[src/design/ordered_queue_with_remove_by_value_core_defines.svh]
// ============================================================================
// Assertion macros for the ordered queue core
// Shared helpers that wrap concurrent assertions with a common reset guard.
// ============================================================================
`ifndef ORDERED_QUEUE_WITH_REMOVE_BY_VALUE_CORE_DEFINES_SVH
`define ORDERED_QUEUE_WITH_REMOVE_BY_VALUE_CORE_DEFINES_SVH

// Implication checked on every clock edge outside reset.
`define OQ_ASSERT_IMPL(label, clk, rst_n, ante, cons) \
    label: assert property (@(posedge clk) disable iff (!rst_n) (ante) |-> (cons)) \
        else $error("assertion failed");

// Implication with the consequent checked in the following cycle.
`define OQ_ASSERT_NEXT(label, clk, rst_n, ante, cons) \
    label: assert property (@(posedge clk) disable iff (!rst_n) (ante) |=> (cons)) \
        else $error("assertion failed");

`endif

[src/design/oqrbv_pkg.sv]
// ============================================================================
// Ordered queue package
// Operation and status codes and default sizes.
// ============================================================================
package oqrbv_pkg;
    localparam int DefDepth      = 16;
    localparam int DefValueWidth = 32;
    localparam int KindW         = 3;
    localparam int StatusW       = 2;
    localparam int CountW        = 5;
    localparam int PortValueW    = 32;

    typedef enum logic [KindW-1:0] {
        KIND_INS_FRONT = 3'd0,
        KIND_INS_BACK  = 3'd1,
        KIND_REMOVE    = 3'd2,
        KIND_POP       = 3'd3,
        KIND_MEMBER    = 3'd4
    } kind_t;

    typedef enum logic [StatusW-1:0] {
        ST_OK        = 2'd0,
        ST_FULL      = 2'd1,
        ST_EMPTY     = 2'd2,
        ST_NOT_FOUND = 2'd3
    } status_t;
endpackage

[src/design/ordered_queue_with_remove_by_value_core.sv]
// ============================================================================
// Ordered queue with remove by value
// Sequence of handles held in one synchronous memory, walked entry by entry.
// ============================================================================
// One item is handled at a time. Insert back, pop on an empty queue, an
// insert into a full queue, a search of an empty queue and unused kinds go
// straight to the done state. Insert front shifts every entry one place
// back, one memory read and write per entry. Pop front shifts every entry
// one place forward. Membership walks from the front until a match; removal
// walks to the match and then shifts the tail forward, and takes longest
// when the last entry is removed. The single memory port pair (one read,
// one write per cycle) paces each walk and shift. The result is held in an
// output register; the next item is taken at the earliest in the cycle
// after the result has been accepted.
`include "ordered_queue_with_remove_by_value_core_defines.svh"

module ordered_queue_with_remove_by_value_core #(
    parameter int DEPTH       = oqrbv_pkg::DefDepth,
    parameter int VALUE_WIDTH = oqrbv_pkg::DefValueWidth
) (
    input  logic                               clk,
    input  logic                               rst_n,
    input  logic                               in_valid,
    output logic                               in_ready,
    input  logic [oqrbv_pkg::KindW-1:0]        kind,
    input  logic [oqrbv_pkg::PortValueW-1:0]   value,
    output logic                               out_valid,
    input  logic                               out_ready,
    output logic [oqrbv_pkg::StatusW-1:0]      status,
    output logic [oqrbv_pkg::PortValueW-1:0]   popped_value,
    output logic                               found,
    output logic [oqrbv_pkg::CountW-1:0]       count
);
    import oqrbv_pkg::*;

    localparam int AW = (DEPTH > 1) ? $clog2(DEPTH) : 1;
    localparam int CW = $clog2(DEPTH + 1);

    typedef enum logic [2:0] {
        S_IDLE, S_SEARCH, S_SHIFT_FWD, S_SHIFT_BACK, S_DONE
    } state_t;

    // Entry memory with registered read data.
    logic [VALUE_WIDTH-1:0] mem [DEPTH];
    logic [VALUE_WIDTH-1:0] rd_data_reg;
    logic [AW-1:0]          rd_addr;
    logic                   wr_en;
    logic [AW-1:0]          wr_addr;
    logic [VALUE_WIDTH-1:0] wr_data;

    always_ff @(posedge clk)
    begin
        if (wr_en)
        begin
            mem[wr_addr] <= wr_data;
        end
        rd_data_reg <= mem[rd_addr];
    end

    state_t                 state_reg;
    kind_t                  kind_reg;
    logic [VALUE_WIDTH-1:0] val_reg;
    logic [CW-1:0]          cnt_reg;
    logic [CW-1:0]          idx_reg;   // address read last cycle
    logic [VALUE_WIDTH-1:0] carry_reg; // value to write during back shift
    logic                   pend_reg;  // a read was issued last cycle
    logic                   out_valid_reg;
    status_t                status_reg;
    logic [VALUE_WIDTH-1:0] popped_reg;
    logic                   found_reg;

    assign in_ready = (state_reg == S_IDLE) && !out_valid_reg;

    // Memory access control derived from the state.
    always_comb
    begin
        rd_addr = idx_reg[AW-1:0];
        wr_en   = 1'b0;
        wr_addr = idx_reg[AW-1:0];
        wr_data = rd_data_reg;
        unique case (state_reg)
            S_IDLE:
            begin
                rd_addr = '0;
                if (in_valid && in_ready && kind == KIND_INS_BACK
                    && cnt_reg < CW'(DEPTH))
                begin
                    wr_en   = 1'b1;
                    wr_addr = cnt_reg[AW-1:0];
                    wr_data = VALUE_WIDTH'(value);
                end
            end
            S_SEARCH:
            begin
                rd_addr = AW'(idx_reg + 1'b1);
            end
            S_SHIFT_FWD:
            begin
                // Read idx+1 now; write it to idx once the data arrives.
                rd_addr = AW'(idx_reg + 1'b1);
                if (pend_reg && idx_reg != '0)
                begin
                    wr_en   = 1'b1;
                    wr_addr = AW'(idx_reg - 1'b1);
                end
            end
            S_SHIFT_BACK:
            begin
                rd_addr = AW'(idx_reg + 1'b1);
                if (pend_reg)
                begin
                    wr_en   = 1'b1;
                    wr_addr = idx_reg[AW-1:0];
                    wr_data = carry_reg;
                end
            end
            S_DONE:
            begin
                rd_addr = '0;
            end
            default:
            begin
                rd_addr = '0;
            end
        endcase
    end

    // Sequencer, state and registered results.
    always_ff @(posedge clk or negedge rst_n)
    begin
        if (!rst_n)
        begin
            state_reg     <= S_IDLE;
            cnt_reg       <= '0;
            idx_reg       <= '0;
            pend_reg      <= 1'b0;
            out_valid_reg <= 1'b0;
            kind_reg      <= KIND_INS_FRONT;
            val_reg       <= '0;
            carry_reg     <= '0;
            status_reg    <= ST_OK;
            popped_reg    <= '0;
            found_reg     <= 1'b0;
        end
        else
        begin
            if (out_valid_reg && out_ready)
            begin
                out_valid_reg <= 1'b0;
            end
            unique case (state_reg)
                S_IDLE:
                begin
                    if (in_valid && in_ready)
                    begin
                        kind_reg   <= kind_t'(kind);
                        val_reg    <= VALUE_WIDTH'(value);
                        status_reg <= ST_OK;
                        popped_reg <= '0;
                        found_reg  <= 1'b0;
                        idx_reg    <= '0;
                        pend_reg   <= 1'b0;
                        state_reg  <= S_DONE;
                        priority if (kind == KIND_INS_FRONT || kind == KIND_INS_BACK)
                        begin
                            if (cnt_reg >= CW'(DEPTH))
                            begin
                                status_reg <= ST_FULL;
                            end
                            else if (kind == KIND_INS_BACK)
                            begin
                                cnt_reg <= cnt_reg + 1'b1;
                            end
                            else if (cnt_reg == '0)
                            begin
                                // Empty: the new value goes straight to the front.
                                carry_reg <= VALUE_WIDTH'(value);
                                pend_reg  <= 1'b1;
                                idx_reg   <= '0;
                                state_reg <= S_SHIFT_BACK;
                            end
                            else
                            begin
                                // Entry 0 is being read; it is carried back next.
                                carry_reg <= VALUE_WIDTH'(value);
                                pend_reg  <= 1'b1;
                                state_reg <= S_SHIFT_BACK;
                            end
                        end
                        else if (kind == KIND_POP)
                        begin
                            if (cnt_reg == '0)
                            begin
                                status_reg <= ST_EMPTY;
                            end
                            else
                            begin
                                // Entry 0 is being read; shift starts here.
                                pend_reg  <= 1'b1;
                                idx_reg   <= '0;
                                state_reg <= S_SHIFT_FWD;
                            end
                        end
                        else if (kind == KIND_REMOVE || kind == KIND_MEMBER)
                        begin
                            if (cnt_reg == '0)
                            begin
                                status_reg <= ST_NOT_FOUND;
                            end
                            else
                            begin
                                state_reg <= S_SEARCH;
                            end
                        end
                        else
                        begin
                            state_reg <= S_DONE;
                        end
                    end
                end
                S_SEARCH:
                begin
                    // rd_data_reg holds entry idx.
                    if (rd_data_reg == val_reg)
                    begin
                        found_reg <= 1'b1;
                        if (kind_reg == KIND_MEMBER)
                        begin
                            state_reg <= S_DONE;
                        end
                        else
                        begin
                            // Data of idx+1 arrives next cycle, to go to idx.
                            idx_reg   <= idx_reg + 1'b1;
                            pend_reg  <= 1'b1;
                            state_reg <= S_SHIFT_FWD;
                        end
                    end
                    else if (idx_reg >= cnt_reg - 1'b1)
                    begin
                        status_reg <= ST_NOT_FOUND;
                        state_reg  <= S_DONE;
                    end
                    else
                    begin
                        idx_reg <= idx_reg + 1'b1;
                    end
                end
                S_SHIFT_FWD:
                begin
                    // Pop: first cycle captures entry 0 as the popped value.
                    if (kind_reg == KIND_POP && idx_reg == '0)
                    begin
                        popped_reg <= PortValueW'(rd_data_reg);
                    end
                    if (idx_reg >= cnt_reg - 1'b1)
                    begin
                        cnt_reg   <= cnt_reg - 1'b1;
                        state_reg <= S_DONE;
                    end
                    idx_reg  <= idx_reg + 1'b1;
                    pend_reg <= 1'b1;
                end
                S_SHIFT_BACK:
                begin
                    // Write carry at idx, carry on with the old entry idx.
                    if (pend_reg)
                    begin
                        carry_reg <= rd_data_reg;
                        if (idx_reg >= cnt_reg)
                        begin
                            cnt_reg   <= cnt_reg + 1'b1;
                            state_reg <= S_DONE;
                        end
                        idx_reg <= idx_reg + 1'b1;
                    end
                    pend_reg <= 1'b1;
                end
                S_DONE:
                begin
                    out_valid_reg <= 1'b1;
                    state_reg     <= S_IDLE;
                end
                default:
                begin
                    state_reg <= S_IDLE;
                end
            endcase
        end
    end

    assign out_valid    = out_valid_reg;
    assign status       = status_reg;
    assign popped_value = popped_reg;
    assign found        = found_reg;
    assign count        = CountW'(cnt_reg);

    `OQ_ASSERT_IMPL(a_count_bound, clk, rst_n, 1'b1, cnt_reg <= CW'(DEPTH))
    `OQ_ASSERT_IMPL(a_found_ok, clk, rst_n, out_valid_reg && found_reg, status_reg == ST_OK)
    `OQ_ASSERT_NEXT(a_done_to_out, clk, rst_n, state_reg == S_DONE, out_valid_reg)
    `OQ_ASSERT_IMPL(a_busy_no_out, clk, rst_n, state_reg != S_IDLE && state_reg != S_DONE,
                    !in_ready)
endmodule
[config.mk]
export PLATFORM = sky130hd
export DESIGN_NAME = ordered_queue_with_remove_by_value_core
export DESIGN_NICKNAME = d
export VERILOG_FILES = /design/src/design/oqrbv_pkg.sv /design/src/design/ordered_queue_with_remove_by_value_core.sv
export VERILOG_INCLUDE_DIRS = /design/src /design/src/design
export SDC_FILE = /design/constraint.sdc
export NUM_CORES = 1
export LEC_CHECK = 0
export ABC_AREA = 0
export BUFFER_PORTS_ARGS = -buffer_cell sky130_fd_sc_hd__buf_2
export CAP_MARGIN = 20
export CORE_AREA = 2 2 226 228
export DETAILED_ROUTE_END_ITERATION = 10
export DIE_AREA = 0 0 228 230
export PLACE_DENSITY = 0.76
export SYNTH_ARGS = -nofsm -noshare
export SYNTH_HDL_FRONTEND = slang
export SYNTH_SLANG_ARGS = --single-unit
[constraint.sdc]
create_clock -name clk -period 7.45 [get_ports clk]
set_clock_uncertainty 0.2 [all_clocks]
set_input_delay 2.235 -clock clk [delete_from_list [all_inputs] [get_ports clk]]
set_output_delay 2.235 -clock clk [all_outputs]
set_load 0.02 [all_outputs]
==> impl_table.tex <==
\begin{tabular}{lr}
\hline
Metric & Value \\
\hline
\multicolumn{2}{l}{\textbf{Status}} \\
\quad Run status & complete, no violations \\
\multicolumn{2}{l}{\textbf{Cells and area}} \\
\quad Register bank with the most flops & mem \\
\quad Final Core Density & approximately three fifths \\
\quad Area Growth Syn to Fin & 11.8\% \\
\quad Fraction of layout cells with a size suffix above 1 & 16.7\% \\
\quad Final Cell Area & 30500 µm² \\
\quad Diode count & 0 \\
\quad Flip-flop count of the largest register after layout & 512 \\
\quad Nets & 2011 \\
\quad Fillers & 3588 \\
\multicolumn{2}{l}{\textbf{Clocking}} \\
\quad Insertion delay of the later-clocked pin in the worst-skew pair & 640 ps \\
\quad Buffer type at the clock tree root & clkbuf\_16 \\
\quad Setup repair bufs after CTS & 0 \\
\quad Count of hold-fix buffers inserted at cts & 0 \\
\quad Count of instances resized after the clock tree is built & 0 \\
\quad Htree depth & 2 \\
\quad Number of sinks handled by clock tree synthesis & 661 \\
\quad Clock tree from TritonCTS & built \\
\quad Number of clock buffers inserted by TritonCTS & roughly 60 \\
\quad Maximum root-to-sink buffer count & 3 \\
\quad Clk pin slew, worst setup/hold paths & 60 ps \\
\multicolumn{2}{l}{\textbf{Worst setup path}} \\
\quad Start of the worst register-to-register path & idx\_reg[0] \\
\quad Worst-path cell chain & buf\_2 -> or4b\_1 -> nor3\_4 -> buf\_4 -> a221o\_1 -> nand2\_1 -> nor2\_4 -> buf\_4 \\
\quad End of the worst register-to-register path & mem[7][26] \\
\quad Arrival time at the worst endpoint & between 5000 and 6000 ps \\
\quad Crit Path Class & input pin to register \\
\quad Top fanout value on the critical path & 25 \\
\quad Slowest library cell on the worst path & nor2\_4 \\
\quad Req. time, crit path & 7570 ps \\
\quad Capturing element type of the critical path & register \\
\quad Cell family contributing the most delay on the critical path & simple AND/OR/NAND/NOR gates \\
\quad FF-to-FF setup slack & 2760 ps \\
\quad Biggest cell delay along the critical path & 890 ps \\
\quad Crit path top cell by count & buf\_4 \\
\quad CP Launch Type & input pin \\
\quad Sum of buffers and inverters on the critical path & 3 \\
\quad Register-to-Register Path Depth & 9 \\
\multicolumn{2}{l}{\textbf{Power and ir drop}} \\
\quad Clk network pwr share & a little under a third \\
\quad Internal Pwr Total & 7050 µW \\
\quad VDD IR-drop max & 0.000201 V \\
\quad Power share of the sequential group & between 40 and 50\% \\
\quad Net switching share of the total power & 31.2\% \\
\quad Final Total Pwr & 10200 µW \\
\quad Pwr per Cell Area & 337 nW/µm² \\
\quad Share of power burned in combinational logic & 20.9\% \\
\quad Leakage component of the power & roughly 0.011 µW \\
\quad Total net switching power & 3200 µW \\
\multicolumn{2}{l}{\textbf{Synthesis}} \\
\quad Cell area after synthesis & 27300 µm² \\
\quad Synthesized net count & 1974 \\
\quad Cells taking the most area after synthesis & edfxtp\_1 (56\%), dfrtp\_1 (11\%), o22a\_1 (4.1\%) \\
\quad Top cell types by occurrence after synthesis & edfxtp\_1 (512), nand2\_1 (279), o22a\_1 (129) \\
\quad Count of mapped cells out of synthesis & 1919 \\
\quad Count of unique library cells instantiated by Yosys & between 60 and 70 \\
\quad Post-synthesis sequential element count & 661 \\
\quad Average footprint of a synthesized cell & about 14 µm² \\
\quad Synth Warn \# & 0 \\
\quad Synth area leader & edfxtp\_1 \\
\quad Sequential share of the synthesized area & 69.5\% \\
\quad Top\_reg\_cell synth & edfxtp\_1 \\
\quad Most common cell in the netlist & edfxtp\_1 \\
\quad Async SR Flop Fraction & 17.7\% \\
\quad Post-synth EDFFs & 512 \\
\quad Share of Yosys cell area claimed by the top area cell type & 56.4\% \\
\multicolumn{2}{l}{\textbf{Timing}} \\
\quad Slew at the pin closest to its max-slew limit & 1100 ps \\
\quad Min Hold Slack & between 200 and 300 ps \\
\quad Final worst-path cycle share & 78.2\% \\
\quad RSZ-0062 raised after global routing & false \\
\quad TNS Setup & 0 ps \\
\quad Final max-slew violation count & 0 \\
\quad Fmax achieved & 0.172 GHz \\
\quad Final setup violation count & 0 \\
\quad Tmin final & 5830 ps \\
\quad Slew margin rel. & 26.6\% \\
\quad Hold Violations, Final & 0 \\
\multicolumn{2}{l}{\textbf{Detailed routing}} \\
\quad Remaining design rule violation count & 0 \\
\quad Routed via count & between 15000 and 20000 \\
\quad DRT Wirelength & 66.5 mm \\
\quad DR iter-0 viols & 2033 \\
\quad Mean number of vias per cell & 6.34 \\
\quad Antenna viol nets, final & 0 \\
\quad Number of detailed-route iterations in the first pass & 5 \\
\quad Average detailed-routed wire length per instance & 24.8 µm \\
\multicolumn{2}{l}{\textbf{Placement}} \\
\quad Last weighted congestion value of the routability-driven placer & 0.868 \\
\quad DPL Wire Length & 40.3 mm \\
\quad Number of I/O port buffers & 80 \\
\quad Instance area after placement & about 28000 µm² \\
\multicolumn{2}{l}{\textbf{GRT}} \\
\quad Vias in the first global route & 16600 \\
\quad Overflow after GRT & 0 \\
\quad Largest net degree at the start of global routing & 82 \\
\quad Antenna violations before repair & 1 \\
\quad Global router's overall resource usage & approximately 25\% \\
\quad Global-route wire length before repair & between 100 and 150 mm \\
\multicolumn{2}{l}{\textbf{Worst hold path}} \\
\quad Cells on Worst Hold Path & 2 \\
\quad Hold Path Class & register to register \\
\quad Hold path startpoint & popped\_value[1] \\
\quad Terminating pin of the worst hold path & popped\_value[1] \\
\multicolumn{2}{l}{\textbf{Die}} \\
\quad Top-level port count & 81 \\
\quad Horizontal die dimension & 228 µm \\
\quad Core Box Area & about 50000 µm² \\
\quad Effective utilization at floorplan & 54.7\% \\
\quad Height of the die & 230 µm \\
\quad Number of rows created at floorplan & 82 \\
\quad Full die area & between 50000 and 60000 µm² \\
\multicolumn{2}{l}{\textbf{Flow run}} \\
\quad Number of max-cap violations & 0 \\
\hline
\end{tabular}
[routing by layer]
layer,part of all wire (%),wire [µm],track usage [%],vias up
met5,0.020,13,0,-
met3,9.4,6270,4.51,100
li1,-,-,-,7469
met4,2.5,1660,7.39,2
met1,40,26600,34.7,8575
met2,48,32000,40.8,848
[layout by cell type, fill, tap and decap left out, drive strengths merged, types with 33 or more instances in the layout]
master and n:
edfxtp 512, nand2 279, mux2 131, o22a 129
dfrtp 117, buf 114, o21ai 112, clkbuf 88
o22ai 67, o221ai 65, nor2 38, mux2i 36
o211ai 34, xor2 33
[logic make-up (layout without fill, tap and decap cells)]
group | after synthesis | in the layout | synth area share, %
compound gates | 509 | 509 | 13.6
xor+xnor | 41 | 41 | 1.32
fa+ha+maj | 16 | 16 | 0.735
buf+inv | 153 | 243 | 2.42
flops | 661 | 661 | 69.5
mux | 167 | 167 | 6.78
simple gates | 372 | 372 | 5.68
[power groups by stage]
stage	clock (µW)	combinational (µW)	sequential [µW]
after floorplan	0	1470	4880
after global placement	0	2020	5030
after detailed placement	0	2110	5030
after CTS	3140	2120	4960
after global routing	3300	2330	5000
final	3120	2140	4980
[worst reg2reg max path, stage by stage, from the launching register on]
cell and delay, ps:
dfrtp_4 750, inv_1 280, ha_1 180, or4b_1 520, nand3_1 240, o21ai_0 220, o21ai_0 390, nand2_1 350
nor2_4 890, buf_4 350
[final cells by class]
type	instances	area, µm²	area share, %
multi-input cells	1105	7830	25.7
repair buffers	114	766	2.51
clock inverters	28	262	0.859
well taps	672	841	2.76
flip-flops and latches	661	18900	62.2
inverters	13	48.8	0.160
clock buffers	88	1760	5.78
[stage by stage]
| step | cells | setup WS [ps] |
|---|---|---|
| floorplan | 1919 | 1660 |
| global placement | 2557 | 1040 |
| detailed placement | 2563 | 1040 |
| CTS | 2679 | 1690 |
| global route | 2681 | 1410 |
| finish | 2681 | 1620 |
[worst max-delay path by stage]
stage             from  depth (start not counted)          to
2_1_floorplan  kind[2]                          8  mem[11][0]
3_3_place_gp   kind[1]                          8  mem[7][26]
3_5_place_dp   kind[1]                          8  mem[5][10]
4_1_cts        kind[1]                          8  mem[5][10]
5_1_grt        kind[1]                          8  mem[5][10]
6_report       kind[1]                          8  mem[7][26]
No activity file was read; power rests on OpenSTA's default activity.
